File: src/sv/kcl_pkg.sv
// ----------------------------------------------------------------------------
// kcl_pkg
// Shared types and constants for the keyed cache: key and LFSR widths,
// operation, mode and status codes, and the per-cell update command.
// ----------------------------------------------------------------------------
package kcl_pkg;

    localparam int KEY_W  = 31;
    localparam int LFSR_W = 16;

    localparam logic [LFSR_W-1:0] LFSR_SEED = 16'hACE1;
    localparam logic [LFSR_W-1:0] LFSR_TAPS = 16'hB400;

    // operation codes
    localparam logic OP_STORE    = 1'b0;
    localparam logic OP_RETRIEVE = 1'b1;

    // replacement modes
    localparam logic MODE_LRU    = 1'b0;
    localparam logic MODE_RANDOM = 1'b1;

    typedef logic [1:0] t_status;

    localparam t_status ST_HIT      = 2'd0;
    localparam t_status ST_BACKING  = 2'd1;
    localparam t_status ST_NOTFOUND = 2'd2;
    localparam t_status ST_STORED   = 2'd3;

    // update command broadcast to every cell
    typedef struct packed {
        logic en;        // apply an update this cycle
        logic age_all;   // age every valid entry (plain insert)
        logic load_key;  // target takes the new key
    } t_cell_cmd;

endpackage

File: src/sv/kcl_cell.sv
// ----------------------------------------------------------------------------
// kcl_cell
// One cache entry: valid bit, key and recency rank. Compares the lookup key,
// joins the free-slot priority chain and the select readout chains that run
// from neighbor to neighbor, and applies the broadcast update command.
// ----------------------------------------------------------------------------
module kcl_cell #(
    parameter int AW = 4
) (
    input  logic                     i_clk,
    input  logic                     i_rst_n,
    // lookup
    input  logic [kcl_pkg::KEY_W-1:0] i_look_key,
    output logic                     o_hit,
    // free-slot chain
    input  logic                     i_free_seen,
    output logic                     o_free_seen,
    output logic                     o_free_first,
    // readout chains
    input  logic                     i_sel,
    input  logic [AW-1:0]            i_age_chain,
    output logic [AW-1:0]            o_age_chain,
    input  logic [kcl_pkg::KEY_W-1:0] i_key_chain,
    output logic [kcl_pkg::KEY_W-1:0] o_key_chain,
    // state view
    output logic                     o_valid,
    output logic [AW-1:0]            o_age,
    // update
    input  kcl_pkg::t_cell_cmd       i_cmd,
    input  logic                     i_tgt,
    input  logic [AW-1:0]            i_thresh,
    input  logic [kcl_pkg::KEY_W-1:0] i_new_key
);

    logic                      r_valid;
    logic [kcl_pkg::KEY_W-1:0] r_key;
    logic [AW-1:0]             r_age;

    // compare and chains
    assign o_hit        = r_valid && (r_key == i_look_key);
    assign o_free_seen  = i_free_seen | ~r_valid;
    assign o_free_first = ~r_valid & ~i_free_seen;
    assign o_age_chain  = i_age_chain | (i_sel ? r_age : '0);
    assign o_key_chain  = i_key_chain | (i_sel ? r_key : '0);
    assign o_valid      = r_valid;
    assign o_age        = r_age;

    // valid bit
    always_ff @(posedge i_clk) begin
        if (!i_rst_n) begin
            r_valid <= 1'b0;
        end else if (i_cmd.en && i_tgt) begin
            r_valid <= 1'b1;
        end
    end

    // key and rank
    always_ff @(posedge i_clk) begin
        if (i_cmd.en) begin
            if (i_tgt) begin
                r_age <= '0;
                if (i_cmd.load_key) begin
                    r_key <= i_new_key;
                end
            end else if (r_valid && (i_cmd.age_all || (r_age < i_thresh))) begin
                r_age <= r_age + AW'(1);
            end
        end
    end

endmodule

File: src/sv/kcl_victim_rng.sv
// ----------------------------------------------------------------------------
// kcl_victim_rng
// 16-bit Galois LFSR for random victim choice. The next LFSR value is reduced
// modulo the entry count by a registered reciprocal multiply, then a
// multiply-back, subtract and one correction step.
// ----------------------------------------------------------------------------
module kcl_victim_rng #(
    parameter int N  = 16,
    parameter int IW = 4
) (
    input  logic          i_clk,
    input  logic          i_rst_n,
    input  logic          i_advance,
    output logic [IW-1:0] o_slot
);

    localparam int LW = kcl_pkg::LFSR_W;
    localparam int NW = $clog2(N + 1);
    localparam int PW = LW + 32;
    localparam int RW = LW + NW;
    localparam logic [31:0] RECIP =
        32'(((64'd1 << 32) + 64'(N) - 64'd1) / 64'(N));

    logic [LW-1:0] r_lfsr;
    logic [LW-1:0] n_lfsr;
    logic [LW-1:0] r_x;
    logic [PW-1:0] r_prod;
    logic [LW-1:0] quo;
    logic [RW-1:0] rem;
    logic [RW-1:0] rem_fix;

    // next LFSR value
    assign n_lfsr = (r_lfsr >> 1) ^ (r_lfsr[0] ? kcl_pkg::LFSR_TAPS : '0);

    always_ff @(posedge i_clk) begin
        if (!i_rst_n) begin
            r_lfsr <= kcl_pkg::LFSR_SEED;
        end else if (i_advance) begin
            r_lfsr <= n_lfsr;
        end
    end

    // quotient estimate, registered
    always_ff @(posedge i_clk) begin
        r_x    <= n_lfsr;
        r_prod <= PW'(n_lfsr) * PW'(RECIP);
    end

    // remainder with one correction
    assign quo     = r_prod[PW-1:32];
    assign rem     = RW'(r_x) - RW'(RW'(quo) * RW'(N));
    assign rem_fix = (rem >= RW'(N)) ? rem - RW'(N) : rem;
    assign o_slot  = rem_fix[IW-1:0];

endmodule

File: src/sv/keyed_cache_lru_random_replace.sv
// ----------------------------------------------------------------------------
// keyed_cache_lru_random_replace
// Fully associative key cache built as a row of entry cells, with LRU or
// pseudo-random replacement.
// ----------------------------------------------------------------------------
// Each item is accepted in S_IDLE; in S_LOOK the key is compared against every
// cell and the free-slot chain runs, and in S_UPDATE the victim is picked and
// all cells are updated. The result is registered at the end of S_UPDATE, and
// the next item can be accepted once the sequencer is back in S_IDLE. The
// random victim comes from a registered reciprocal multiply of the LFSR, and
// the rank/key readout chains across the cells set the update-cycle path. A
// new item is taken once the previous one has left the update cycle; the
// result sits in an output register until taken, and the update cycle waits
// only while that register is still full. The cache needs no clearing pass.
// ----------------------------------------------------------------------------
module keyed_cache_lru_random_replace #(
    parameter int CACHE_ENTRIES = 16
) (
    input  logic                      i_clk,
    input  logic                      i_rst_n,
    // configuration
    input  logic                      i_cfg_valid,
    output logic                      o_cfg_ready,
    input  logic                      i_cfg_data,
    // input items
    input  logic                      i_valid,
    output logic                      o_ready,
    input  logic                      i_operation,
    input  logic [kcl_pkg::KEY_W-1:0] i_key,
    input  logic                      i_in_backing,
    // result items
    output logic                      o_valid,
    input  logic                      i_ready,
    output logic [1:0]                o_status,
    output logic                      o_evicted_valid,
    output logic [kcl_pkg::KEY_W-1:0] o_evicted_key
);

    localparam int N  = CACHE_ENTRIES;
    localparam int AW = $clog2(N);
    localparam int CW = $clog2(N + 1);

    localparam logic [1:0] S_IDLE   = 2'd0;
    localparam logic [1:0] S_LOOK   = 2'd1;
    localparam logic [1:0] S_UPDATE = 2'd2;

    logic [1:0]                r_state;
    logic [1:0]                n_state;
    logic                      r_mode;
    logic [CW-1:0]             r_count;
    logic                      r_op;
    logic [kcl_pkg::KEY_W-1:0] r_key;
    logic                      r_backing;
    logic [N-1:0]              r_hit_vec;
    logic                      r_any_hit;
    logic [AW-1:0]             r_hit_age;
    logic [N-1:0]              r_free_vec;
    logic                      r_o_valid;
    kcl_pkg::t_status          r_o_status;
    logic                      r_o_ev_valid;
    logic [kcl_pkg::KEY_W-1:0] r_o_ev_key;

    logic [N-1:0]              hit_vec;
    logic [N-1:0]              free_vec;
    logic [N-1:0]              victim_vec;
    logic [N-1:0]              sel_vec;
    logic [N-1:0]              tgt_vec;
    logic [N-1:0]              cell_valid;
    logic [AW-1:0]             cell_age   [N];
    logic [N:0]                free_chain;
    logic [AW-1:0]             age_chain  [N+1];
    logic [kcl_pkg::KEY_W-1:0] key_chain  [N+1];
    logic [AW-1:0]             rand_slot;
    logic [AW-1:0]             thresh;
    kcl_pkg::t_cell_cmd        cmd;
    kcl_pkg::t_status          status;
    logic                      full;
    logic                      insert_req;
    logic                      evict;
    logic                      out_free;
    logic                      go;

    // handshakes
    assign o_cfg_ready = 1'b1;
    assign o_ready     = (r_state == S_IDLE);
    assign out_free    = !r_o_valid || i_ready;
    assign go          = (r_state == S_UPDATE) && out_free;

    // replacement mode register
    always_ff @(posedge i_clk) begin
        if (!i_rst_n) begin
            r_mode <= kcl_pkg::MODE_LRU;
        end else if (i_cfg_valid) begin
            r_mode <= i_cfg_data;
        end
    end

    // sequencer
    always_comb begin
        n_state = r_state;
        case (r_state)
            S_IDLE:   if (i_valid) n_state = S_LOOK;
            S_LOOK:   n_state = S_UPDATE;
            S_UPDATE: if (out_free) n_state = S_IDLE;
            default:  n_state = S_IDLE;
        endcase
    end

    always_ff @(posedge i_clk) begin
        if (!i_rst_n) begin
            r_state <= S_IDLE;
        end else begin
            r_state <= n_state;
        end
    end

    // request capture
    always_ff @(posedge i_clk) begin
        if (i_valid && o_ready) begin
            r_op      <= i_operation;
            r_key     <= i_key;
            r_backing <= i_in_backing;
        end
    end

    // lookup results
    always_ff @(posedge i_clk) begin
        if (r_state == S_LOOK) begin
            r_hit_vec  <= hit_vec;
            r_any_hit  <= |hit_vec;
            r_hit_age  <= age_chain[N];
            r_free_vec <= free_vec;
        end
    end

    // random victim slot
    kcl_victim_rng #(
        .N  (N),
        .IW (AW)
    ) u_rng (
        .i_clk     (i_clk),
        .i_rst_n   (i_rst_n),
        .i_advance (go && evict && (r_mode == kcl_pkg::MODE_RANDOM)),
        .o_slot    (rand_slot)
    );

    // cell row
    assign free_chain[0] = 1'b0;
    assign age_chain[0]  = '0;
    assign key_chain[0]  = '0;

    genvar gi;
    generate
        for (gi = 0; gi < N; gi++) begin : g_cell
            assign victim_vec[gi] = (r_mode == kcl_pkg::MODE_RANDOM)
                ? (rand_slot == AW'(gi))
                : (cell_valid[gi] && (cell_age[gi] == AW'(N - 1)));
            assign sel_vec[gi] = (r_state == S_LOOK) ? hit_vec[gi] : victim_vec[gi];

            kcl_cell #(
                .AW (AW)
            ) u_cell (
                .i_clk        (i_clk),
                .i_rst_n      (i_rst_n),
                .i_look_key   (r_key),
                .o_hit        (hit_vec[gi]),
                .i_free_seen  (free_chain[gi]),
                .o_free_seen  (free_chain[gi+1]),
                .o_free_first (free_vec[gi]),
                .i_sel        (sel_vec[gi]),
                .i_age_chain  (age_chain[gi]),
                .o_age_chain  (age_chain[gi+1]),
                .i_key_chain  (key_chain[gi]),
                .o_key_chain  (key_chain[gi+1]),
                .o_valid      (cell_valid[gi]),
                .o_age        (cell_age[gi]),
                .i_cmd        (cmd),
                .i_tgt        (tgt_vec[gi]),
                .i_thresh     (thresh),
                .i_new_key    (r_key)
            );
        end
    endgenerate

    // update decision
    assign full       = (r_count == CW'(N));
    assign insert_req = !r_any_hit && ((r_op == kcl_pkg::OP_STORE) || r_backing);
    assign evict      = insert_req && full;
    assign tgt_vec    = r_any_hit ? r_hit_vec : (evict ? victim_vec : r_free_vec);
    assign thresh     = r_any_hit ? r_hit_age : age_chain[N];

    always_comb begin
        cmd.en       = go && (r_any_hit || insert_req);
        cmd.age_all  = !r_any_hit && !evict;
        cmd.load_key = !r_any_hit;
    end

    always_comb begin
        if (r_any_hit) begin
            status = (r_op == kcl_pkg::OP_RETRIEVE) ? kcl_pkg::ST_HIT : kcl_pkg::ST_STORED;
        end else if (insert_req) begin
            status = (r_op == kcl_pkg::OP_STORE) ? kcl_pkg::ST_STORED : kcl_pkg::ST_BACKING;
        end else begin
            status = kcl_pkg::ST_NOTFOUND;
        end
    end

    // fill count
    always_ff @(posedge i_clk) begin
        if (!i_rst_n) begin
            r_count <= '0;
        end else if (go && insert_req && !full) begin
            r_count <= r_count + CW'(1);
        end
    end

    // output register
    always_ff @(posedge i_clk) begin
        if (!i_rst_n) begin
            r_o_valid <= 1'b0;
        end else if (go) begin
            r_o_valid <= 1'b1;
        end else if (i_ready) begin
            r_o_valid <= 1'b0;
        end
    end

    always_ff @(posedge i_clk) begin
        if (go) begin
            r_o_status   <= status;
            r_o_ev_valid <= evict;
            r_o_ev_key   <= evict ? key_chain[N] : '0;
        end
    end

    assign o_valid         = r_o_valid;
    assign o_status        = r_o_status;
    assign o_evicted_valid = r_o_ev_valid;
    assign o_evicted_key   = r_o_ev_key;

    // checks
    a_count_bound: assert property (@(posedge i_clk) disable iff (!i_rst_n)
        r_count <= CW'(N))
        else $error("fill count above entry count");

    a_key_unique: assert property (@(posedge i_clk) disable iff (!i_rst_n)
        (r_state == S_LOOK) |-> $onehot0(hit_vec))
        else $error("key cached in more than one entry");

    a_victim_one: assert property (@(posedge i_clk) disable iff (!i_rst_n)
        (r_state == S_UPDATE && full) |-> $onehot(victim_vec))
        else $error("full cache without exactly one victim");

    a_evict_status: assert property (@(posedge i_clk) disable iff (!i_rst_n)
        go && evict |=> (r_o_status == kcl_pkg::ST_STORED ||
                         r_o_status == kcl_pkg::ST_BACKING))
        else $error("eviction reported with a non-insert status");

endmodule

File: config.mk
export PLATFORM = sky130hd
export DESIGN_NAME = keyed_cache_lru_random_replace
export DESIGN_NICKNAME = d
export VERILOG_FILES = /design/src/sv/kcl_pkg.sv /design/src/sv/kcl_cell.sv /design/src/sv/kcl_victim_rng.sv /design/src/sv/keyed_cache_lru_random_replace.sv
export SDC_FILE = /design/constraint.sdc
export NUM_CORES = 1
export LEC_CHECK = 0
export BUFFER_PORTS_ARGS = -buffer_cell sky130_fd_sc_hd__buf_4
export CELL_PAD_IN_SITES_DETAIL_PLACEMENT = 2
export CELL_PAD_IN_SITES_GLOBAL_PLACEMENT = 2
export CORE_MARGIN = 2
export CORE_UTILIZATION = 25
export CTS_CLUSTER_DIAMETER = 50
export DETAILED_ROUTE_END_ITERATION = 8
export PLACE_DENSITY = 0.51
export SLEW_MARGIN = 40
export SYNTH_ARGS = -nofsm -noshare
export SYNTH_HDL_FRONTEND = slang
export SYNTH_SLANG_ARGS = --single-unit
File: constraint.sdc
create_clock -name i_clk -period 11.55 [get_ports i_clk]
set_clock_uncertainty 0.05 [all_clocks]
set_input_delay 1.155 -clock i_clk [delete_from_list [all_inputs] [get_ports i_clk]]
set_output_delay 1.155 -clock i_clk [all_outputs]
set_load 0.005 [all_outputs]
==> results.py, run 1 <==
metrics = {
    "cells_and_area": {
        "multiInputGateArea_um2": 12900,
        "final.fill_count": 14400,
        "utilization_after_layout_pct": 30.0,
        "drive_gt1_share_pct": 15.5,
        "layout.nets": 2807,
        "final_common_cell": "sky130_fd_sc_hd__edfxtp_1",
        "area.sequential_um2": 20800,
        "final_cell_mix": "sky130_fd_sc_hd__edfxtp_1 (664), sky130_fd_sc_hd__xnor2_1 (397), sky130_fd_sc_hd__buf_4 (139)",
        "area_delta_synth_final_pct": 18.8,
        "fin_area_um2": 41300,
    },
    "yosys": {
        "ys_ff_latch": 709,
        "synth_warnings": 0,
        "synth_largest_type_area_fraction_pct": 57.3,
        "ys_top_cells_by_area": "sky130_fd_sc_hd__edfxtp_1 (57%), sky130_fd_sc_hd__xnor2_1 (10%), sky130_fd_sc_hd__xor2_1 (3.2%)",
        "postSynthCellCount": 2584,
        "synthFlopType": "sky130_fd_sc_hd__edfxtp_1",
        "synthesis.area_um2": 34800,
        "synth_cell_types": 84,
        "synth_area_per_cell_um2": 13.5,
        "synth_nets": 2689,
        "synth_largest_area_cell": "sky130_fd_sc_hd__edfxtp_1",
        "edff_count_synth": 664,
        "seq_area_frac_synth_pct": 59.9,
        "async_flop_share_pct": 0,
    },
    "placed_design": {
        "count_of_buffers_inserted_at_the_top_level_ports": 74,
        "post_dp_cell_area_um2": 37400,
        "detailed_place_hpwl_mm": 122,
        "weighted_congestion_reported_at_the_end_of_routability_driven_placement": 0.953,
    },
    "clocking": {
        "cts_made_buffers": 119,
        "cts_repair_resize_count": 0,
        "cts-htree-levels": 3,
        "root_buffer": "sky130_fd_sc_hd__clkbuf_16",
        "clock_sinks": 709,
        "clock_insertion_delay_worst_skew_ns": 0.77,
        "clock_tree_from_tritoncts": "yes",
        "clock_tree.buffer_depth": 3,
        "clk_pin_slew_ns": 0.05,
        "cts_setup_buffers": 0,
        "post_cts_hold_buffer_count": 0,
    },
    "power_and_ir_drop": {
        "total_leakage_power_uw": 0.0132,
        "p_total_uw": 7130,
        "irDropWorstVdd_mv": 0.121,
        "pwr_density_cell_nw_per_um2": 173,
    },
    "global_routing": {
        "global_route.usage.total_pct": 24.5,
        "number_of_antenna_violations_at_the_first_check_in_global_routing": 12,
        "global_route.overflow_total": 0,
        "pin_count_of_the_biggest_net_entering_global_routing": 43,
        "first_pass_grt_wire_length_mm": 237,
        "grt_pass1_vias": 25800,
    },
    "detailed_routing": {
        "routed_wire_length_per_instance_um": 38.4,
        "initialDrtViolationCount": 3150,
        "detail_route.vias_per_cell": 5.40,
        "dr.pass1.iters": 6,
        "route.vias.total": 24800,
        "final_routed_wirelength_across_all_metal_layers_mm": 176,
        "postRouteAntennaNets": 0,
        "drc": 0,
    },
    "sta": {
        "final_min_period_over_clock_period_pct": 55.7,
        "timing.final.hold_violations": 0,
        "max_slew_margin_pct": 38.5,
        "setup_total_negative_slack_ns": 0,
        "slew_at_the_pin_with_the_worst_max_slew_slack_ns": 0.914,
        "grt_setup_unrepaired": "false",
        "setup_viol": 0,
        "fmaxAchievable_mhz": 156,
        "post_layout_minimum_cycle_time_ns": 6.43,
        "drv_slew": 0,
    },
    "worst_setup_path": {
        "critPathLaunchType": "flop",
        "critical_path.max_stage_delay_ns": 0.77,
        "critPathCaptureType": "flop",
        "critical_path_required_ns": 11.87,
        "critPathKind": "flop to flop",
        "worstPathArrival_ns": 6.75,
        "crit_path_top_delay_cell": "sky130_fd_sc_hd__xnor2_1",
        "crit_path_cell_trace": "buf_4 -> xnor2_1 -> nand4_1 -> nor4_2 -> a31o_2 -> and2_2 -> a22o_1 -> a221oi_1 -> a41o_1 -> ha_1 -> a2111oi_0 -> nand2_1 -> o31ai_1",
        "worst-path-max-fanout": 32,
    },
    "die": {
        "floorplan.initialDensity_pct": 25.2,
        "design.die.area_um2": 142000,
        "die-width_um": 377,
        "die_h_um": 377,
        "boundary_pin_count": 76,
        "placementRows": 136,
        "core-area_um2": 138000,
    },
    "run_status": {
        "status": "finished, final reports clean",
    },
    "worst_hold_path": {
        "hold_path_class": "flop to flop",
    },
    "run": {
        "maxCapViolCount": 0,
    },
}
==> per-layer routing <==
metal	wire [um]	share of wire (%)	global-route usage [%]
met4	7870	4.5	9.82
met5	41	0.023	0
met3	10800	6.1	4.48
met1	75400	43	32.3
met2	82200	47	39.7
==> worst paths after layout <==
path                                startpoint                                      end  slack (ns)  cells past startpoint
setup / recovery           r_key[16]$_DFFE_PP_  g_cell[7].u_cell.o_age[3]$_SDFFCE_PP0P_        5.12                     13
hold / removal    u_rng.r_lfsr[3]$_SDFFE_PN0P_                 u_rng.r_prod[30]$_DFF_P_        0.33                      0
setup reg to reg           r_key[16]$_DFFE_PP_  g_cell[7].u_cell.o_age[3]$_SDFFCE_PP0P_        5.12                     13
hold reg to reg   u_rng.r_lfsr[3]$_SDFFE_PN0P_                 u_rng.r_prod[30]$_DFF_P_        0.33                      0
==> synthesized netlist by cell type, types with 17 or more instances <==
cell type                  count
sky130_fd_sc_hd__nor4_1       46
sky130_fd_sc_hd__a221oi_1     59
sky130_fd_sc_hd__nand2_1      99
sky130_fd_sc_hd__edfxtp_1    664
sky130_fd_sc_hd__buf_6        57
sky130_fd_sc_hd__a22oi_1     102
sky130_fd_sc_hd__inv_1        37
sky130_fd_sc_hd__o21a_1       17
sky130_fd_sc_hd__nand3_1      81
sky130_fd_sc_hd__clkbuf_1     29
sky130_fd_sc_hd__a21oi_1      43
sky130_fd_sc_hd__a22o_1       76
sky130_fd_sc_hd__buf_2        32
sky130_fd_sc_hd__and4_1       22
sky130_fd_sc_hd__and2_1       29
sky130_fd_sc_hd__ha_1         66
sky130_fd_sc_hd__nand4_1     118
sky130_fd_sc_hd__a31oi_1      25
sky130_fd_sc_hd__xor2_1      128
sky130_fd_sc_hd__xnor2_1     405
sky130_fd_sc_hd__nor2b_1      25
sky130_fd_sc_hd__o21ai_0      20
sky130_fd_sc_hd__dfxtp_1      45
sky130_fd_sc_hd__nor2_1      110
sky130_fd_sc_hd__buf_4        31
==> kinds of logic (layout without fill, tap and decap cells) <==
group	after synthesis	after routing	synth area share, %
flip-flops	709	709	59.9
other	1	2	0.0108
AO/OA/AOI/OAI	468	468	10.6
adder cells (fa/ha/maj)	66	66	2.37
XOR/XNOR	533	533	13.4
buffers and inverters	195	411	3.94
AND/OR/NAND/NOR	609	609	9.63
multiplexers	3	3	0.101
==> critical path: cells and delay by family, from the launching register on <==
kind | cells | cell delay, ns
AOI/OAI and AO/OA | 6 | 2.24
and+or+nand+nor | 4 | 1.91
xor gates and xnor gates | 1 | 0.77
DFF | 1 | 0.37
adders and majority gates | 1 | 0.37
buffers and inverters | 1 | 0.29
==> flip-flops by register name, summed over array words and instances, names as in the netlist, 2 cells and up <==
register,count
o_evicted_key,31
r_hit_age,4
r_state,2
g_cell.u_cell.o_age,64
r_free_vec,16
r_hit_vec,16
o_status,2
u_rng.r_lfsr,16
g_cell.u_cell.o_valid,16
g_cell.u_cell.r_key,496
r_key,31
r_count,5
u_rng.r_prod,4
==> layout make-up <==
class                           count  area share (%)
Tap cell                         1794            5.43
Clock inverter                     75            1.90
Inverter                           38           0.345
Sequential cell                   709            50.4
Multi-Input combinational cell   1680            31.2
Antenna cell                        1         0.00605
Timing Repair Buffer              154            3.10
Clock buffer                      144            7.61
==> through the flow <==
stage,hold slack [ns],setup WS [ns],cells
after floorplan,0.301,6.35,2584
after global placement,0.317,4.96,4366
after detailed placement,0.319,5.33,4375
after CTS,0.332,5.29,4594
after global routing,0.341,4.92,4594
final,0.332,5.12,4595
==> report_power, final <==
group	switching [uW]	internal [uW]
sequential	26.5	2850
clock	1390	2180
combinational	486	197
total	1900	5230
(Power assumes the default switching activity.)
==> inputs of run 2 (changes only) <==
--- a/config.mk
+++ b/config.mk
@@ -5,6 +5,7 @@
 export SDC_FILE = /design/constraint.sdc
 export NUM_CORES = 1
 export LEC_CHECK = 0
+export ABC_AREA = 1
 export BUFFER_PORTS_ARGS = -buffer_cell sky130_fd_sc_hd__buf_4
 export CELL_PAD_IN_SITES_DETAIL_PLACEMENT = 2
 export CELL_PAD_IN_SITES_GLOBAL_PLACEMENT = 2
@@ -12,7 +13,7 @@
 export CORE_UTILIZATION = 25
 export CTS_CLUSTER_DIAMETER = 50
 export DETAILED_ROUTE_END_ITERATION = 8
-export PLACE_DENSITY = 0.51
+export PLACE_DENSITY = 0.56
 export SLEW_MARGIN = 40
 export SYNTH_ARGS = -nofsm -noshare
 export SYNTH_HDL_FRONTEND = slang
==> constraint.sdc (replaced) <==
create_clock -name i_clk -period 6.5 [get_ports i_clk]
set_clock_uncertainty 0.05 [all_clocks]
set_input_delay 0.65 -clock i_clk [delete_from_list [all_inputs] [get_ports i_clk]]
set_output_delay 0.65 -clock i_clk [all_outputs]
set_load 0.005 [all_outputs]
==> run 2 against run 1 <==
Critical path depth up 9. Clock-buffer cell count is 2 higher. First-iteration DRC count is 10% higher. Worst hold slack lost 0.30 ns. Sequential share of layout area down 4.0 points. Final cell count grew 36%. Largest power group unchanged. Combinational power up 96%. Global-route usage is 3.9 points higher. Flip-flop and latch count is the same.
==> results.py, run 2 <==
metrics = {
    "cells_and_area": {
        "layout.nets": 4297,
        "fin_area_um2": 44900,
        "drive_gt1_share_pct": 11.8,
        "regMostFlops": "g_cell.u_cell.r_key",
        "final.fill_count": 16300,
        "final_cell_mix": "sky130_fd_sc_hd__nand2_1 (1267), sky130_fd_sc_hd__edfxtp_1 (664), sky130_fd_sc_hd__inv_1 (581)",
        "utilization_after_layout_pct": 30.5,
        "final_common_cell": "sky130_fd_sc_hd__nand2_1",
        "area_delta_synth_final_pct": 21.4,
        "max_ffs_per_register": 496,
        "finalNonFillerCells": 6236,
    },
    "placed_design": {
        "detailed_place_hpwl_mm": 158,
        "count_of_buffers_inserted_at_the_top_level_ports": 74,
        "placed_cells_incl_taps": 5960,
        "weighted_congestion_reported_at_the_end_of_routability_driven_placement": 0.935,
        "post_dp_cell_area_um2": 40100,
    },
    "sta": {
        "fmaxAchievable_mhz": 183,
        "setup_viol": 0,
        "setup_total_negative_slack_ns": 0,
        "grt_setup_unrepaired": "false",
        "slew_at_the_pin_with_the_worst_max_slew_slack_ns": 0.930,
        "post_layout_minimum_cycle_time_ns": 5.48,
        "max_slew_margin_pct": 38.0,
        "timing.final.hold_violations": 0,
        "final_min_period_over_clock_period_pct": 84.3,
        "drv_slew": 0,
    },
    "power_and_ir_drop": {
        "sequentialPowerShare_pct": 37.7,
        "total_leakage_power_uw": 0.0182,
        "p_total_uw": 13600,
        "irDropWorstVdd_mv": 0.163,
        "pwr-share-clk_pct": 52.4,
        "pwr_density_cell_nw_per_um2": 302,
        "share_comb_of_total_power_pct": 9.8,
        "netSwitchingFraction_pct": 28.0,
        "p_switching_uw": 3800,
        "power_report.internal_total_uw": 9780,
    },
    "yosys": {
        "synth_nets": 4090,
        "synth_cell_types": 51,
        "ys_top_cells_by_area": "sky130_fd_sc_hd__edfxtp_1 (54%), sky130_fd_sc_hd__nand2_1 (13%), sky130_fd_sc_hd__inv_1 (5.9%)",
        "async_flop_share_pct": 0,
        "synth.most_common_cell": "sky130_fd_sc_hd__nand2_1",
        "synth_area_per_cell_um2": 9.29,
        "synthFlopType": "sky130_fd_sc_hd__edfxtp_1",
        "edff_count_synth": 664,
        "synth_largest_type_area_fraction_pct": 53.9,
        "synth_warnings": 0,
        "synth_top_cells_by_count": "sky130_fd_sc_hd__nand2_1 (1267), sky130_fd_sc_hd__edfxtp_1 (664), sky130_fd_sc_hd__inv_1 (583)",
        "ys_ff_latch": 709,
        "synth_largest_area_cell": "sky130_fd_sc_hd__edfxtp_1",
        "seq_area_frac_synth_pct": 56.3,
        "synthesis.area_um2": 37000,
        "postSynthCellCount": 3985,
    },
    "global_routing": {
        "pin_count_of_the_biggest_net_entering_global_routing": 56,
        "number_of_antenna_violations_at_the_first_check_in_global_routing": 14,
        "globalRouteMet2Util_pct": 44.8,
        "grt_pass1_vias": 33200,
        "global_route.usage.met1_pct": 38.2,
        "first_pass_grt_wire_length_mm": 292,
        "global_route.usage.total_pct": 28.5,
        "groute.layer.met3.usage_pct": 4.87,
        "grt.busiest_layer": "met2",
        "global_route.overflow_total": 0,
    },
    "die": {
        "die_h_um": 389,
        "boundary_pin_count": 76,
        "die-width_um": 389,
        "design.die.area_um2": 151000,
        "core-area_um2": 147000,
        "floorplan.initialDensity_pct": 25.1,
        "placementRows": 141,
    },
    "clocking": {
        "clock_sinks": 709,
        "cts-htree-levels": 4,
        "clock_insertion_delay_worst_skew_ns": 0.78,
        "clock_tree_from_tritoncts": "yes",
        "cts_setup_buffers": 0,
        "cts_made_buffers": 132,
        "clock_tree.buffer_depth": 3,
        "root_buffer": "sky130_fd_sc_hd__clkbuf_16",
        "clk_pin_slew_ns": 0.05,
    },
    "run": {
        "maxCapViolCount": 0,
    },
    "worst_setup_path": {
        "timing.critical_path.mode_cell": "sky130_fd_sc_hd__nand2_1",
        "critPathKind": "flop to flop",
        "critical_path_required_ns": 6.91,
        "timing.critical_path.max_delay_family": "simple AND/OR/NAND/NOR gates",
        "crit_path_top_delay_cell": "sky130_fd_sc_hd__edfxtp_1",
        "critical_path.max_stage_delay_ns": 0.74,
        "r2r_slack_ns": 1.02,
        "critPathLaunchType": "flop",
        "critical_path_buf_inv_count": 3,
        "worst-path-max-fanout": 11,
        "critPathCaptureType": "flop",
        "worstPathArrival_ns": 5.89,
        "crit_path_cell_trace": "xnor2_1 -> nand2_1 -> nor2_1 -> nand2_1 -> nor2_1 -> nand2_1 -> nand2_1 -> nand2_2 -> buf_4 -> clkinv_1 -> a221oi_1 -> nand4_1 -> mux2i_2 -> buf_4 -> ha_1 -> nand2_1 -> nand2_1 -> nand2_1 -> nand2_1 -> nand2_1 -> nand2_1 -> nand2_1",
    },
    "detailed_routing": {
        "route.vias.total": 32500,
        "postRouteAntennaNets": 0,
        "routed_wire_length_per_instance_um": 34.9,
        "final_routed_wirelength_across_all_metal_layers_mm": 218,
        "dr.pass1.iters": 5,
        "drc": 0,
        "detail_route.vias_per_cell": 5.20,
        "initialDrtViolationCount": 3464,
    },
    "worst_hold_path": {
        "hold_path_class": "primary input to flop",
    },
    "run_status": {
        "status": "finished, final reports clean",
    },
}
==> run 2: cell types whose count changed after synthesis, sizes merged, moves of 37 or more <==
cell | previous run | this run
nor4 | 48 | 11
a22o | 76 | 4
a221oi | 59 | 112
inv | 38 | 617
xor2 | 128 | 17
nand2 | 99 | 1284
a22oi | 104 | 0
o22ai | 2 | 83
xnor2 | 405 | 164
nor2 | 112 | 329
o21ai | 22 | 63
==> run 2: kinds of logic (layout without fill, tap and decap cells) <==
group                    after synthesis  count (layout)  synth area share (%)
AND/OR/NAND/NOR                     1856            1856                  20.5
other                                  1               9                0.0101
buffers and inverters                764            1077                  8.90
AO/OA/AOI/OAI                        407             407                  7.73
adder cells (fa/ha/maj)               66              66                  2.23
multiplexers                           1               1                0.0270
flip-flops                           709             709                  56.3
XOR/XNOR                             181             181                  4.28
==> run 2: cell type report <==
class	instances	area [um2]	area share (%)
Antenna cell	8	20.0	0.0446
Tap cell	1930	2410	5.37
Clock inverter	94	1060	2.36
Inverter	621	2330	5.19
Multi-Input combinational cell	2512	13100	29.1
Clock buffer	146	3430	7.63
Sequential cell	709	20800	46.4
Timing Repair Buffer	216	1760	3.92
==> run 2: what timing repair did <==
item,4_1_cts,5_1_grt
endpoints found under the hold margin,27,0
gates resized for setup,0,0
setup endpoints to repair,0,0
hold buffers,27,0
==> run 2: layer usage <==
metal	up-vias	part of all wire, %
met4	6	5.0
met5	-	0.019
li1	13700	-
met3	385	6.9
met2	1482	45
met1	16800	43
==> run 2: power by group through the flow <==
stage	logic (uW)	clock network, uW	registers (uW)
2_1_floorplan	634	0	5210
3_3_place_gp	1280	0	5210
3_5_place_dp	1290	0	5220
4_1_cts	1310	7220	5130
5_1_grt	1390	7410	5130
6_report	1340	7120	5130
==> run 2: path summary, 6_finish.rpt <==
kind                                              startpoint                                      end  depth (start not counted)
worst min-delay path                               i_key[13]                      r_key[13]$_DFFE_PP_                          1
worst max register to register           r_key[28]$_DFFE_PP_  g_cell[5].u_cell.o_age[1]$_SDFFCE_PP0P_                         22
worst max-delay path                     r_key[28]$_DFFE_PP_  g_cell[5].u_cell.o_age[1]$_SDFFCE_PP0P_                         22
worst min register to register  u_rng.r_lfsr[1]$_SDFFE_PN0P_                 u_rng.r_prod[28]$_DFF_P_                          0
==> run 2: metrics by stage <==
step / worst slack, ns / hold slack (ns)
finish: 1.02 / 0.0307
global route: 0.688 / 0.0152
CTS: 1.02 / 0.00132
detailed placement: 1.07 / 0.303
global placement: 1.23 / 0.299
floorplan: 1.33 / 0.281
